`config.mk`:
```
export PLATFORM = sky130hd
export DESIGN_NAME = fan_rpm_frame_alert_monitor_top
export DESIGN_NICKNAME = d
export VERILOG_FILES = /design/src/design/fanmon_pkg.sv /design/src/design/fanmon_cfg_regs.sv /design/src/design/fanmon_parser.sv /design/src/design/fanmon_alert.sv /design/src/design/fan_rpm_frame_alert_monitor_top.sv
export SDC_FILE = /design/constraint.sdc
export NUM_CORES = 1
export LEC_CHECK = 0
export BUFFER_PORTS_ARGS = -buffer_cell sky130_fd_sc_hd__buf_2
export CORE_ASPECT_RATIO = 1.1
export CORE_UTILIZATION = 56
export DETAILED_ROUTE_END_ITERATION = 7
export PLACE_DENSITY = 0.73
export SLEW_MARGIN = 20
export SYNTH_ARGS = -nofsm -noshare
export SYNTH_HDL_FRONTEND = slang
export SYNTH_SLANG_ARGS = --single-unit
```
`constraint.sdc`:
```
create_clock -name clk -period 8.55 [get_ports clk]
set_input_delay 1.71 -clock clk [delete_from_list [all_inputs] [get_ports clk]]
set_output_delay 1.71 -clock clk [all_outputs]
set_load 0.05 [all_outputs]
```
`src/design/fanmon_pkg.sv`:
```
// ----------------------------------------------------------------------------
// fanmon_pkg
// Shared types, constants and helpers for the fan speed frame alert monitor.
// ----------------------------------------------------------------------------
package fanmon_pkg;

	localparam int SLOT_COUNT = 4;
	localparam int FAN_COUNT  = 4;

	typedef logic [15:0] speed_t;
	typedef logic [31:0] msec_t;

	// frame characters
	localparam logic [7:0] CH_HASH  = 8'h23;
	localparam logic [7:0] CH_NL    = 8'h0A;
	localparam logic [7:0] CH_COMMA = 8'h2C;
	localparam logic [7:0] CH_R     = 8'h52;
	localparam logic [7:0] CH_F     = 8'h46;
	localparam logic [7:0] CH_ZERO  = 8'h30;
	localparam logic [7:0] CH_NINE  = 8'h39;

	// register indexes
	localparam logic [2:0] REG_THR0  = 3'd0;
	localparam logic [2:0] REG_THR1  = 3'd1;
	localparam logic [2:0] REG_THR2  = 3'd2;
	localparam logic [2:0] REG_THR3  = 3'd3;
	localparam logic [2:0] REG_STALE = 3'd4;
	localparam logic [2:0] REG_REARM = 3'd5;

	localparam speed_t STALE_RESET = 16'd3000;
	localparam speed_t REARM_RESET = 16'd1000;

	localparam logic [2:0] FIELD_LAST = 3'(SLOT_COUNT);

	// item function codes
	localparam logic FUNC_BYTE  = 1'b0;
	localparam logic FUNC_WATCH = 1'b1;

	typedef enum logic [2:0] {
		FP_IDLE  = 3'd0,
		FP_HDR_R = 3'd1,
		FP_HDR_F = 3'd2,
		FP_SKIP  = 3'd3,
		FP_BODY  = 3'd4
	} frame_pos_t;

	typedef struct packed {
		logic [SLOT_COUNT-1:0][15:0] thr;
		speed_t                      stale_ms;
		speed_t                      rearm_ms;
	} cfg_t;

	typedef struct packed {
		logic                        valid;
		logic [SLOT_COUNT-1:0][15:0] speed;
	} commit_t;

	// value * 10 + digit, saturated to 16 bits
	function automatic speed_t digit_accum(input speed_t p, input logic [7:0] c);
		logic [19:0] v;
		v = {1'b0, p, 3'b000} + {3'b000, p, 1'b0} + {16'd0, c[3:0]};
		return (v > 20'd65535) ? 16'hFFFF : v[15:0];
	endfunction

endpackage

```
`src/design/fanmon_cfg_regs.sv`:
```
// ----------------------------------------------------------------------------
// fanmon_cfg_regs
// Threshold, stale timeout and rearm delay registers.
// ----------------------------------------------------------------------------
module fanmon_cfg_regs import fanmon_pkg::*; (
	input  logic        clk,
	input  logic        arst_n,
	input  logic        cfg_we,
	input  logic [2:0]  cfg_index,
	input  logic [15:0] cfg_data,
	output cfg_t        cfg
);

	cfg_t cfg_q;

	always_ff @(posedge clk or negedge arst_n) begin
		if (!arst_n) begin
			cfg_q.thr      <= '0;
			cfg_q.stale_ms <= STALE_RESET;
			cfg_q.rearm_ms <= REARM_RESET;
		end else if (cfg_we) begin
			unique case (cfg_index)
				REG_THR0:  cfg_q.thr[0]   <= cfg_data;
				REG_THR1:  cfg_q.thr[1]   <= cfg_data;
				REG_THR2:  cfg_q.thr[2]   <= cfg_data;
				REG_THR3:  cfg_q.thr[3]   <= cfg_data;
				REG_STALE: cfg_q.stale_ms <= cfg_data;
				REG_REARM: cfg_q.rearm_ms <= cfg_data;
				default: ;
			endcase
		end
	end

	assign cfg = cfg_q;

endmodule

```
`src/design/fanmon_parser.sv`:
```
// ----------------------------------------------------------------------------
// fanmon_parser
// Frame parser: header check, field split and decimal accumulation.
// ----------------------------------------------------------------------------
module fanmon_parser import fanmon_pkg::*; (
	input  logic       clk,
	input  logic       arst_n,
	input  logic       byte_en,
	input  logic [7:0] rx_byte,
	output commit_t    commit
);

	frame_pos_t                  pos_q, pos_n;
	logic                        good_q, good_n;
	logic [2:0]                  fidx_q, fidx_n;
	logic                        closed_q, closed_n;
	logic [SLOT_COUNT-1:0][15:0] pend_q, pend_n;

	logic is_digit;
	assign is_digit = (rx_byte >= CH_ZERO) && (rx_byte <= CH_NINE);

	// next state
	always_comb begin
		pos_n    = pos_q;
		good_n   = good_q;
		fidx_n   = fidx_q;
		closed_n = closed_q;
		pend_n   = pend_q;
		if (byte_en) begin
			if (rx_byte == CH_HASH) begin
				pos_n    = FP_HDR_R;
				good_n   = 1'b1;
				fidx_n   = '0;
				closed_n = 1'b0;
				pend_n   = '0;
			end else if (pos_q != FP_IDLE) begin
				if (rx_byte == CH_NL) begin
					pos_n = FP_IDLE;
				end else begin
					unique case (pos_q)
						FP_HDR_R: begin
							if (rx_byte != CH_R) good_n = 1'b0;
							pos_n = FP_HDR_F;
						end
						FP_HDR_F: begin
							if (rx_byte != CH_F) good_n = 1'b0;
							pos_n = FP_SKIP;
						end
						FP_SKIP: pos_n = FP_BODY;
						FP_BODY: begin
							if (rx_byte == CH_COMMA) begin
								if (fidx_q < FIELD_LAST) fidx_n = fidx_q + 3'd1;
								closed_n = 1'b0;
							end else if (is_digit) begin
								if (!closed_q) begin
									for (int i = 0; i < SLOT_COUNT; i++) begin
										if (i < FAN_COUNT && fidx_q == 3'(i))
											pend_n[i] = digit_accum(pend_q[i], rx_byte);
									end
								end
							end else begin
								closed_n = 1'b1;
							end
						end
						default: ;
					endcase
				end
			end
		end
	end

	// commit on newline once the header is through
	always_comb begin
		commit.valid = byte_en && (rx_byte == CH_NL) && good_q &&
		               (pos_q == FP_SKIP || pos_q == FP_BODY);
		for (int i = 0; i < SLOT_COUNT; i++)
			commit.speed[i] = (i < FAN_COUNT) ? pend_q[i] : 16'd0;
	end

	always_ff @(posedge clk or negedge arst_n) begin
		if (!arst_n) begin
			pos_q    <= FP_IDLE;
			good_q   <= 1'b0;
			fidx_q   <= '0;
			closed_q <= 1'b0;
			pend_q   <= '0;
		end else begin
			pos_q    <= pos_n;
			good_q   <= good_n;
			fidx_q   <= fidx_n;
			closed_q <= closed_n;
			pend_q   <= pend_n;
		end
	end

endmodule

```
`src/design/fanmon_alert.sv`:
```
// ----------------------------------------------------------------------------
// fanmon_alert
// Current speeds, frame time stamp, stale check, blink phase and alerts.
// ----------------------------------------------------------------------------
module fanmon_alert import fanmon_pkg::*; (
	input  logic                        clk,
	input  logic                        arst_n,
	input  logic                        watch_en,
	input  msec_t                       now_ms,
	input  commit_t                     commit,
	input  cfg_t                        cfg,
	output logic [SLOT_COUNT-1:0][15:0] speed_next,
	output logic [SLOT_COUNT-1:0]       alert_next,
	output logic                        blink_next
);

	logic [SLOT_COUNT-1:0][15:0] speed_q, speed_n;
	logic [SLOT_COUNT-1:0][31:0] start_q, start_n;
	logic [SLOT_COUNT-1:0]       alert_q, alert_n;
	msec_t                       last_q, last_n;
	logic                        blink_q, blink_n;
	logic                        stale;

	assign stale = (now_ms - last_q) >= {16'd0, cfg.stale_ms};

	always_comb begin
		speed_n = speed_q;
		start_n = start_q;
		alert_n = alert_q;
		last_n  = last_q;
		blink_n = blink_q;
		if (commit.valid) begin
			speed_n = commit.speed;
			last_n  = now_ms;
		end else if (watch_en) begin
			if (stale) speed_n = '0;
			blink_n = !blink_q;
			for (int i = 0; i < SLOT_COUNT; i++) begin
				if (i < FAN_COUNT) begin
					if (speed_n[i] < cfg.thr[i]) begin
						if (!alert_q[i] &&
						    (now_ms - start_q[i]) >= {16'd0, cfg.rearm_ms}) begin
							start_n[i] = now_ms;
							alert_n[i] = 1'b1;
						end
					end else begin
						alert_n[i] = 1'b0;
					end
				end
			end
		end
	end

	always_ff @(posedge clk or negedge arst_n) begin
		if (!arst_n) begin
			speed_q <= '0;
			start_q <= '0;
			alert_q <= '0;
			last_q  <= '0;
			blink_q <= 1'b0;
		end else begin
			speed_q <= speed_n;
			start_q <= start_n;
			alert_q <= alert_n;
			last_q  <= last_n;
			blink_q <= blink_n;
		end
	end

	always_comb begin
		for (int i = 0; i < SLOT_COUNT; i++) begin
			speed_next[i] = (i < FAN_COUNT) ? speed_n[i] : 16'd0;
			alert_next[i] = (i < FAN_COUNT) ? alert_n[i] : 1'b0;
		end
	end
	assign blink_next = blink_n;

endmodule

```
`src/design/fan_rpm_frame_alert_monitor_top.sv`:
```
// ----------------------------------------------------------------------------
// fan_rpm_frame_alert_monitor_top
// Fan speed frame parser and low-speed alert monitor, one result per item.
// ----------------------------------------------------------------------------
// Flow: an accepted item waits in the input register; its result is
//   registered when the input stage moves and shown on the output from then on.
// Throughput: one item per cycle; the input stage moves whenever the result
//   register is empty or being taken.
// Reset: arst_n clears parse and alert state, speeds and the blink phase;
//   thresholds reset to 0, stale timeout to 3000, rearm delay to 1000.
module fan_rpm_frame_alert_monitor_top import fanmon_pkg::*; (
	input  logic        clk,
	input  logic        arst_n,
	input  logic        in_valid,
	output logic        in_stall,
	input  logic        func,
	input  logic [7:0]  rx_byte,
	input  logic [31:0] now_ms,
	output logic        out_valid,
	input  logic        out_stall,
	output logic [15:0] speed0,
	output logic [15:0] speed1,
	output logic [15:0] speed2,
	output logic [15:0] speed3,
	output logic [3:0]  alert_mask,
	output logic [3:0]  highlight_mask,
	output logic        blink_on,
	output logic        any_alert,
	output logic        frame_done,
	input  logic        cfg_we,
	input  logic [2:0]  cfg_index,
	input  logic [15:0] cfg_data
);

	logic       valid_s1;
	logic       func_s1;
	logic [7:0] byte_s1;
	msec_t      now_s1;

	logic       valid_s2;
	logic [SLOT_COUNT-1:0][15:0] speed_s2;
	logic [SLOT_COUNT-1:0]       alert_s2;
	logic       blink_s2;
	logic       done_s2;

	logic       advance;
	logic       in_take;
	cfg_t       cfg;
	commit_t    commit;
	logic [SLOT_COUNT-1:0][15:0] speed_next;
	logic [SLOT_COUNT-1:0]       alert_next;
	logic       blink_next;

	assign advance  = valid_s1 && (!valid_s2 || !out_stall);
	assign in_stall = valid_s1 && !advance;
	assign in_take  = in_valid && !in_stall;

	fanmon_cfg_regs u_cfg (
		.clk       (clk),
		.arst_n    (arst_n),
		.cfg_we    (cfg_we),
		.cfg_index (cfg_index),
		.cfg_data  (cfg_data),
		.cfg       (cfg)
	);

	fanmon_parser u_parser (
		.clk     (clk),
		.arst_n  (arst_n),
		.byte_en (advance && func_s1 == FUNC_BYTE),
		.rx_byte (byte_s1),
		.commit  (commit)
	);

	fanmon_alert u_alert (
		.clk        (clk),
		.arst_n     (arst_n),
		.watch_en   (advance && func_s1 == FUNC_WATCH),
		.now_ms     (now_s1),
		.commit     (commit),
		.cfg        (cfg),
		.speed_next (speed_next),
		.alert_next (alert_next),
		.blink_next (blink_next)
	);

	// input register
	always_ff @(posedge clk or negedge arst_n) begin
		if (!arst_n) begin
			valid_s1 <= 1'b0;
		end else if (in_take) begin
			valid_s1 <= 1'b1;
		end else if (advance) begin
			valid_s1 <= 1'b0;
		end
	end

	always_ff @(posedge clk) begin
		if (in_take) begin
			func_s1 <= func;
			byte_s1 <= rx_byte;
			now_s1  <= now_ms;
		end
	end

	// result register
	always_ff @(posedge clk or negedge arst_n) begin
		if (!arst_n) begin
			valid_s2 <= 1'b0;
		end else if (advance) begin
			valid_s2 <= 1'b1;
		end else if (!out_stall) begin
			valid_s2 <= 1'b0;
		end
	end

	always_ff @(posedge clk) begin
		if (advance) begin
			speed_s2 <= speed_next;
			alert_s2 <= alert_next;
			blink_s2 <= blink_next;
			done_s2  <= commit.valid;
		end
	end

	assign out_valid      = valid_s2;
	assign speed0         = speed_s2[0];
	assign speed1         = speed_s2[1];
	assign speed2         = speed_s2[2];
	assign speed3         = speed_s2[3];
	assign alert_mask     = alert_s2;
	assign highlight_mask = blink_s2 ? alert_s2 : 4'b0000;
	assign blink_on       = blink_s2;
	assign any_alert      = |alert_s2;
	assign frame_done     = done_s2;

	// input stage only holds back when it is occupied
	a_stall_needs_item: assert property (@(posedge clk) disable iff (!arst_n)
		in_stall |-> valid_s1)
		else $error("input stalled with an empty input register");

	// an item leaving the input register always lands in the result register
	a_advance_fills: assert property (@(posedge clk) disable iff (!arst_n)
		advance |=> out_valid)
		else $error("result missing after input stage moved");

	// a committed frame never comes from a watch pass
	a_done_is_byte: assert property (@(posedge clk) disable iff (!arst_n)
		commit.valid |-> (advance && func_s1 == FUNC_BYTE))
		else $error("frame commit outside a byte item");

	// a blocked result holds the input stage occupied
	a_block_holds: assert property (@(posedge clk) disable iff (!arst_n)
		(valid_s1 && valid_s2 && out_stall) |=> valid_s1)
		else $error("input item dropped while result stalled");

endmodule
```
# Word-level counts from Yosys, hierarchy flattened
# Index checks and enable logic that the tools add are counted.
# classes
n_addsub	14
n_mul	0
div_mod_pow	0
order_cmp	16
eq_ne	24
n_shift	0
mux	59
bitwise	2
reduce_logical	58
# ops
op	count
64-bit two-way mux	12
32-bit by 16-bit >= comparator with 1-bit output	5
32-bit subtractor	5
16-bit two-way mux	8
19-bit by 17-bit adder with 20-bit output	4
20-bit by 4-bit adder with 20-bit output	4
20-bit by 16-bit greater-than comparator with 1-bit output, second input constant	4
16-bit less-than comparator	4
8-bit AND reduction	4
3-bit two-way mux	9
1-bit two-way mux	25
2-bit nonzero test	10
3-bit by 2-bit equality test with 1-bit output, second input constant	6
8-bit by 6-bit equality test with 1-bit output, second input constant	2
8-bit by 7-bit != test with 1-bit output, second input constant	2
4-bit AND reduction	4
1-bit logical AND	13
4-bit two-way mux	3
2-bit AND reduction	6
6-bit AND reduction	2
3-bit by 1-bit equality test with 1-bit output, second input constant	3
3-bit equality test, second input constant	3
1-bit zero test	9
3-bit one-hot mux with 3 select lines	1
other kinds (18)	25
# word_totals
regBits	510
latch_bits	0
ramBits	0
mem_bits_ro	0
in_bits	65
elab_cells	210
mem_count	0

# Longest topological paths before layout
# depth
ltp_word	12
depth_mapped	35

# Cells and area by module
# From an unflattened synthesis, not the netlist that was laid out.
# hier_totals
cells_unflattened	3627
area_unflattened_um2	35940.7
# modules_own_cells
mod	instances	cells_per_inst	area_per_inst_um2	seq_area_each_um2
fanmon_alert	1	2545	21777.1	5730.5
fanmon_parser	1	747	6961.7	1801.7
fanmon_cfg_regs	1	208	3732.3	2418.6
fan_rpm_frame_alert_monitor_top	1	127	3469.6	3383.2

# Worst setup path after synthesis
# OpenSTA, ideal clock, no wires.
# synth_path
path_type	reg-to-reg
from	register now_s1[2]
to	register u_alert.start_q[10] (netlist name)
setup_time_ns	0.125
arrival_time_ns	6.837
required_time_ns	8.425
setup_slack_ns	1.588
stages_incl_launch_ff	32
path_buffers	3
synth_period_minus_slack_ns	6.962
cell_sequence	edfxtp_1 > ha_1 > o211ai_1 > a21oi_1 > nor4_1 > or2_2 > inv_1 > a31oi_1 > o21ai_0 > a21oi_1 > xnor2_1 > ha_1 > a211oi_1 > o211ai_1 > a221oi_1 > o211ai_1 > nor4_1 > nand4_1 > nor4_4 > clkbuf_1 > and2_1 > ha_1 > a211oi_1 > a2111oi_0 > a221oi_1 > o21ai_0 > a221o_1 > a41oi_2 > or4b_1 > buf_6 > buf_12 > mux2_4
# synth_between
elab_chain_cells	7
word_cells_on_any_way	10
classes_between	add/sub: 2; order compare: 3; mux: 3; reduce/logical: 2
# synth_rtl
element	line_no	text
from (decl)	fan_rpm_frame_alert_monitor_top.sv:38	msec_t now_s1;
from (signal assigned)	fan_rpm_frame_alert_monitor_top.sv:102	now_s1 <= now_ms;
32-bit subtractor	fanmon_alert.sv:24	assign stale = (now_ms - last_q) >= {16'd0, cfg.stale_ms};
32-bit by 16-bit >= comparator with 1-bit output	fanmon_alert.sv:24	
64-bit two-way mux	fanmon_alert.sv:36	if (stale) speed_n = '0;
64-bit two-way mux	fanmon_alert.sv:35	end else if (watch_en) begin
64-bit two-way mux	fanmon_alert.sv:32	if (commit.valid) begin
16-bit less-than comparator	fanmon_alert.sv:40	if (speed_n[i] < cfg.thr[i]) begin
4-bit AND reduction (no source line) (*)	--	
to (signal assigned)	fanmon_alert.sv:63	start_q <= start_n;
to (decl)	fanmon_alert.sv:18	logic [SLOT_COUNT-1:0][31:0] start_q, start_n;
# Every way passes the cells marked *; elsewhere a longest branch is shown, timed or not. The select of a mux whose other input is x is not followed.
# A chain may end at the register's enable or synchronous reset.

# Worst setup path after layout
# layout_path
from	register now_s1[2]
to	register u_alert.start_q[31] (netlist name)
# Same word-level chain as after synthesis.

==> results.json <==
{
  "status": "complete, no violations",
  "layout.filler_cells": 5158,
  "crit_family": "compound AO/OA/AOI/OAI gates",
  "grtUsageTotal_pct": 28.7,
  "report.final.slew_viol_count": 0,
  "dp_hpwl_um": 69500,
  "gr-total-overflow": 0,
  "worst_slew_margin_rel_pct": 28.7,
  "remaining_drc_errors": 0,
  "hold_path_depth": 1,
  "setup_total_negative_slack_ns": 0,
  "post-place-cells": 4538,
  "r2r_slack_ns": 0.59,
  "ys_seq_area_share_pct": 37.3,
  "drive_above_1_share_pct": 15.0,
  "dr_total_vias": 27900,
  "initial_utilization_pct": 57.0,
  "timing.final.hold_violations": 0,
  "layout-area-overhead-vs-synth_pct": 10.4,
  "power.leakage_uw": 0.0188,
  "cap_viol_max_count": 0,
  "drt_first_pass_iters": 6,
  "cts_hold_repair.buffers": 0,
  "core-area_mm2": 0.0628,
  "antenna_found_initial": 4,
  "final.setup_skew_ns": 0.0290,
  "crit-reg2reg-launch": "now_s1[2]$_DFFE_PP_",
  "transition_time_at_the_pin_with_the_least_slew_margin_ns": 1.06,
  "cp.arrival_ns": 8.45,
  "ant_nets": 0,
  "post_synthesis_cell_type_count": 121,
  "post_synth_inst_count": 3625,
  "cts.path.max_buffers": 3,
  "synth_top_area_share_pct": 27.0,
  "cts.repair_timing.setup_buffer_count": 0,
  "critical_path.reg2reg.endpoint": "u_alert.start_q[31]$_DFFE_PN0P_",
  "power.density_mw_per_mm2": 221,
  "grt_setup_unrepaired": "false",
  "post_layout_nonfiller_instances": 4645,
  "post-route-util_pct": 62.9,
  "die_span_in_y_um": 267,
  "synth_top_cells_by_area": "dfrtp_1 27%, ha_1 15%, edfxtp_1 9.3%, inv_1 3.7%, o21ai_0 3.5%",
  "crit_path_top_delay_cell": "or4b_2",
  "design_power_total_uw": 8750,
  "largest_incremental_delay_on_the_critical_path_ns": 0.64,
  "io_pins": 142,
  "criticalPathCategory": "reg2reg",
  "total_nets_after_synthesis": 4127,
  "cts.sinks": 510,
  "post-synth-top-area-cell": "dfrtp_1",
  "synth.ff_latch_count": 510,
  "vias_in_the_first_global_route": 27600,
  "detail_route.wirelength_um": 93300,
  "wl_per_cell_um": 20.1,
  "timing.final.ws_setup_ns": 0.591,
  "gp_congestion": 0.950,
  "die_w_um": 243,
  "clk_transition_reported_paths_ns": 0.06,
  "synth_enable_flop_cells": 111,
  "worstHoldEndpoint": "u_alert.blink_q$_DFF_PN0_",
  "netlist_area_mm2": 0.0358,
  "place_worst_setup_slack_ns": 0.545,
  "ys_async_sr_fraction_pct": 78.2,
  "total_of_warnings_raised_by_yosys": 0,
  "dominantRegCellSynth": "dfrtp_1",
  "fp.dieArea_mm2": 0.0649,
  "post_route_fraction_of_the_period_consumed_by_the_critical_path_pct": 93.1,
  "antennaDiodeCount": 0,
  "grt_start_max_net_pins": 155,
  "detail_route.vias_per_cell": 6.01,
  "fin_nets": 4266,
  "placement_rows": 96,
  "drtIter0Drc": 1725,
  "worstHoldStart": "u_alert.blink_q$_DFF_PN0_",
  "holdCritPathClass": "reg2reg",
  "ir_worst_vdd_mv": 0.209,
  "htreeDepth": 2,
  "cts_root_buffer": "clkbuf_16",
  "post_layout_min_period_ns": 7.96,
  "cts-buffers-inserted": 57,
  "port-buffer-count": 141,
  "timing.critical_path.fanout_max": 64,
  "worstSkewPairLatency_ns": 0.63,
  "end_kind": "register",
  "max_freq_mhz": 126,
  "grt_first_pass_wirelength_um": 148000,
  "avgSynthCellArea_um2": 9.87,
  "synthTopCellsByCount": "424 x ha_1, 386 x dfrtp_1, 352 x inv_1",
  "reg2reg_depth": 31,
  "critPathRequiredTime_ns": 9.04,
  "synthMostInstantiatedCell": "ha_1",
  "crit_buf_inv": 4,
  "setup_viol": 0,
  "cts_tree": "built",
  "critical_path.startpoint_type": "register"
}
routing by layer:
metal	vias up	track usage, %	share of wire [%]
met3	205	3.18	4.4
met2	678	50.1	49
met5	-	0	0.049
met1	13500	36.4	43
met4	8	11.4	4.1
li1	13500	-	-
report_power, final:
group / total, uW / switching [uW] / leakage, uW / internal, uW
Clock: 2730 / 1070 / 0.00101 / 1670
Sequential: 2940 / 154 / 0.00612 / 2780
Combinational: 3070 / 1820 / 0.0117 / 1250
layout make-up:
cell class / count / area [um^2] / area share (%)
repair buffers: 191 / 1130 / 2.87
clock inverters: 31 / 485 / 1.23
multi-input cells: 2652 / 20600 / 52.1
well taps: 833 / 1040 / 2.64
clock buffers: 76 / 1620 / 4.10
inverters: 352 / 1320 / 3.34
flip-flops and latches: 510 / 13300 / 33.8
cell families (layout without fill, tap and decap cells):
group,count (synthesis),in the layout,share of synthesized area (%)
AO/OA/AOI/OAI,1007,1007,19.6
AND/OR/NAND/NOR,890,890,12.4
flip-flops,510,510,37.3
buffers and inverters,463,650,5.47
adder cells (fa/ha/maj),437,437,15.5
multiplexers,186,186,6.40
XOR/XNOR,132,132,3.23
what timing repair did:
action / 4_1_cts / 5_1_grt
resized for setup: 0 / 3
endpoints found under the setup margin: 0 / 62
endpoints found under the hold margin: 0 / 0
placed cells by master (no fill, tap or decap), drive strengths merged, types with 25 or more instances in the layout:
master | synthesis | layout
ha | 424 | 424
xor2 | 37 | 37
inv | 352 | 353
dfrtp | 386 | 386
a21oi | 213 | 213
nor2b | 30 | 30
nand2 | 267 | 267
a211oi | 38 | 38
clkbuf | 81 | 76
nand2b | 34 | 34
mux2 | 169 | 169
a22o | 65 | 65
o21ai | 260 | 260
edfxtp | 111 | 111
o21a | 35 | 35
a31oi | 26 | 26
nor2 | 197 | 197
and2 | 78 | 78
buf | 30 | 191
nand4 | 53 | 53
a21o | 92 | 92
and3 | 25 | 25
nand3 | 50 | 50
xnor2 | 95 | 95
o211ai | 33 | 33
nor3 | 49 | 49
o221a | 46 | 46
per-stage QoR:
| stage | hold slack, ns | cell area [um^2] |
|---|---|---|
| global route | 0.470 | 39500 |
| global placement | 0.448 | 37400 |
| CTS | 0.466 | 39500 |
| floorplan | 0.432 | 35800 |
| finish | 0.464 | 39500 |
| detailed placement | 0.450 | 37400 |
state kept, by name, summed over array words and instances, names as in the netlist, 3 cells and up:
signal           cells
u_parser.fidx_q      3
u_alert.speed_q     64
u_parser.commit     64
u_alert.start_q    128
u_alert.alert_q      4
u_cfg.cfg           96
alert_mask           4
speed0              16
speed3              16
speed1              16
u_alert.last_q      32
speed2              16
now_s1              32
byte_s1              8
u_parser.pos_q       3
worst max path at each step:
stage	depth (start not counted)	startpoint	end	slack [ns]
after floorplan	31	now_s1[2]$_DFFE_PP_	u_alert.start_q[10]$_DFFE_PN0P_	1.59
after global placement	31	now_s1[2]$_DFFE_PP_	u_alert.start_q[31]$_DFFE_PN0P_	0.74
after detailed placement	31	now_s1[2]$_DFFE_PP_	u_alert.start_q[31]$_DFFE_PN0P_	0.54
after CTS	31	now_s1[2]$_DFFE_PP_	u_alert.start_q[31]$_DFFE_PN0P_	0.47
after global routing	31	now_s1[2]$_DFFE_PP_	u_alert.start_q[31]$_DFFE_PN0P_	0.02
final	31	now_s1[2]$_DFFE_PP_	u_alert.start_q[31]$_DFFE_PN0P_	0.59
Note: power is estimated with default switching activity, not from simulation.
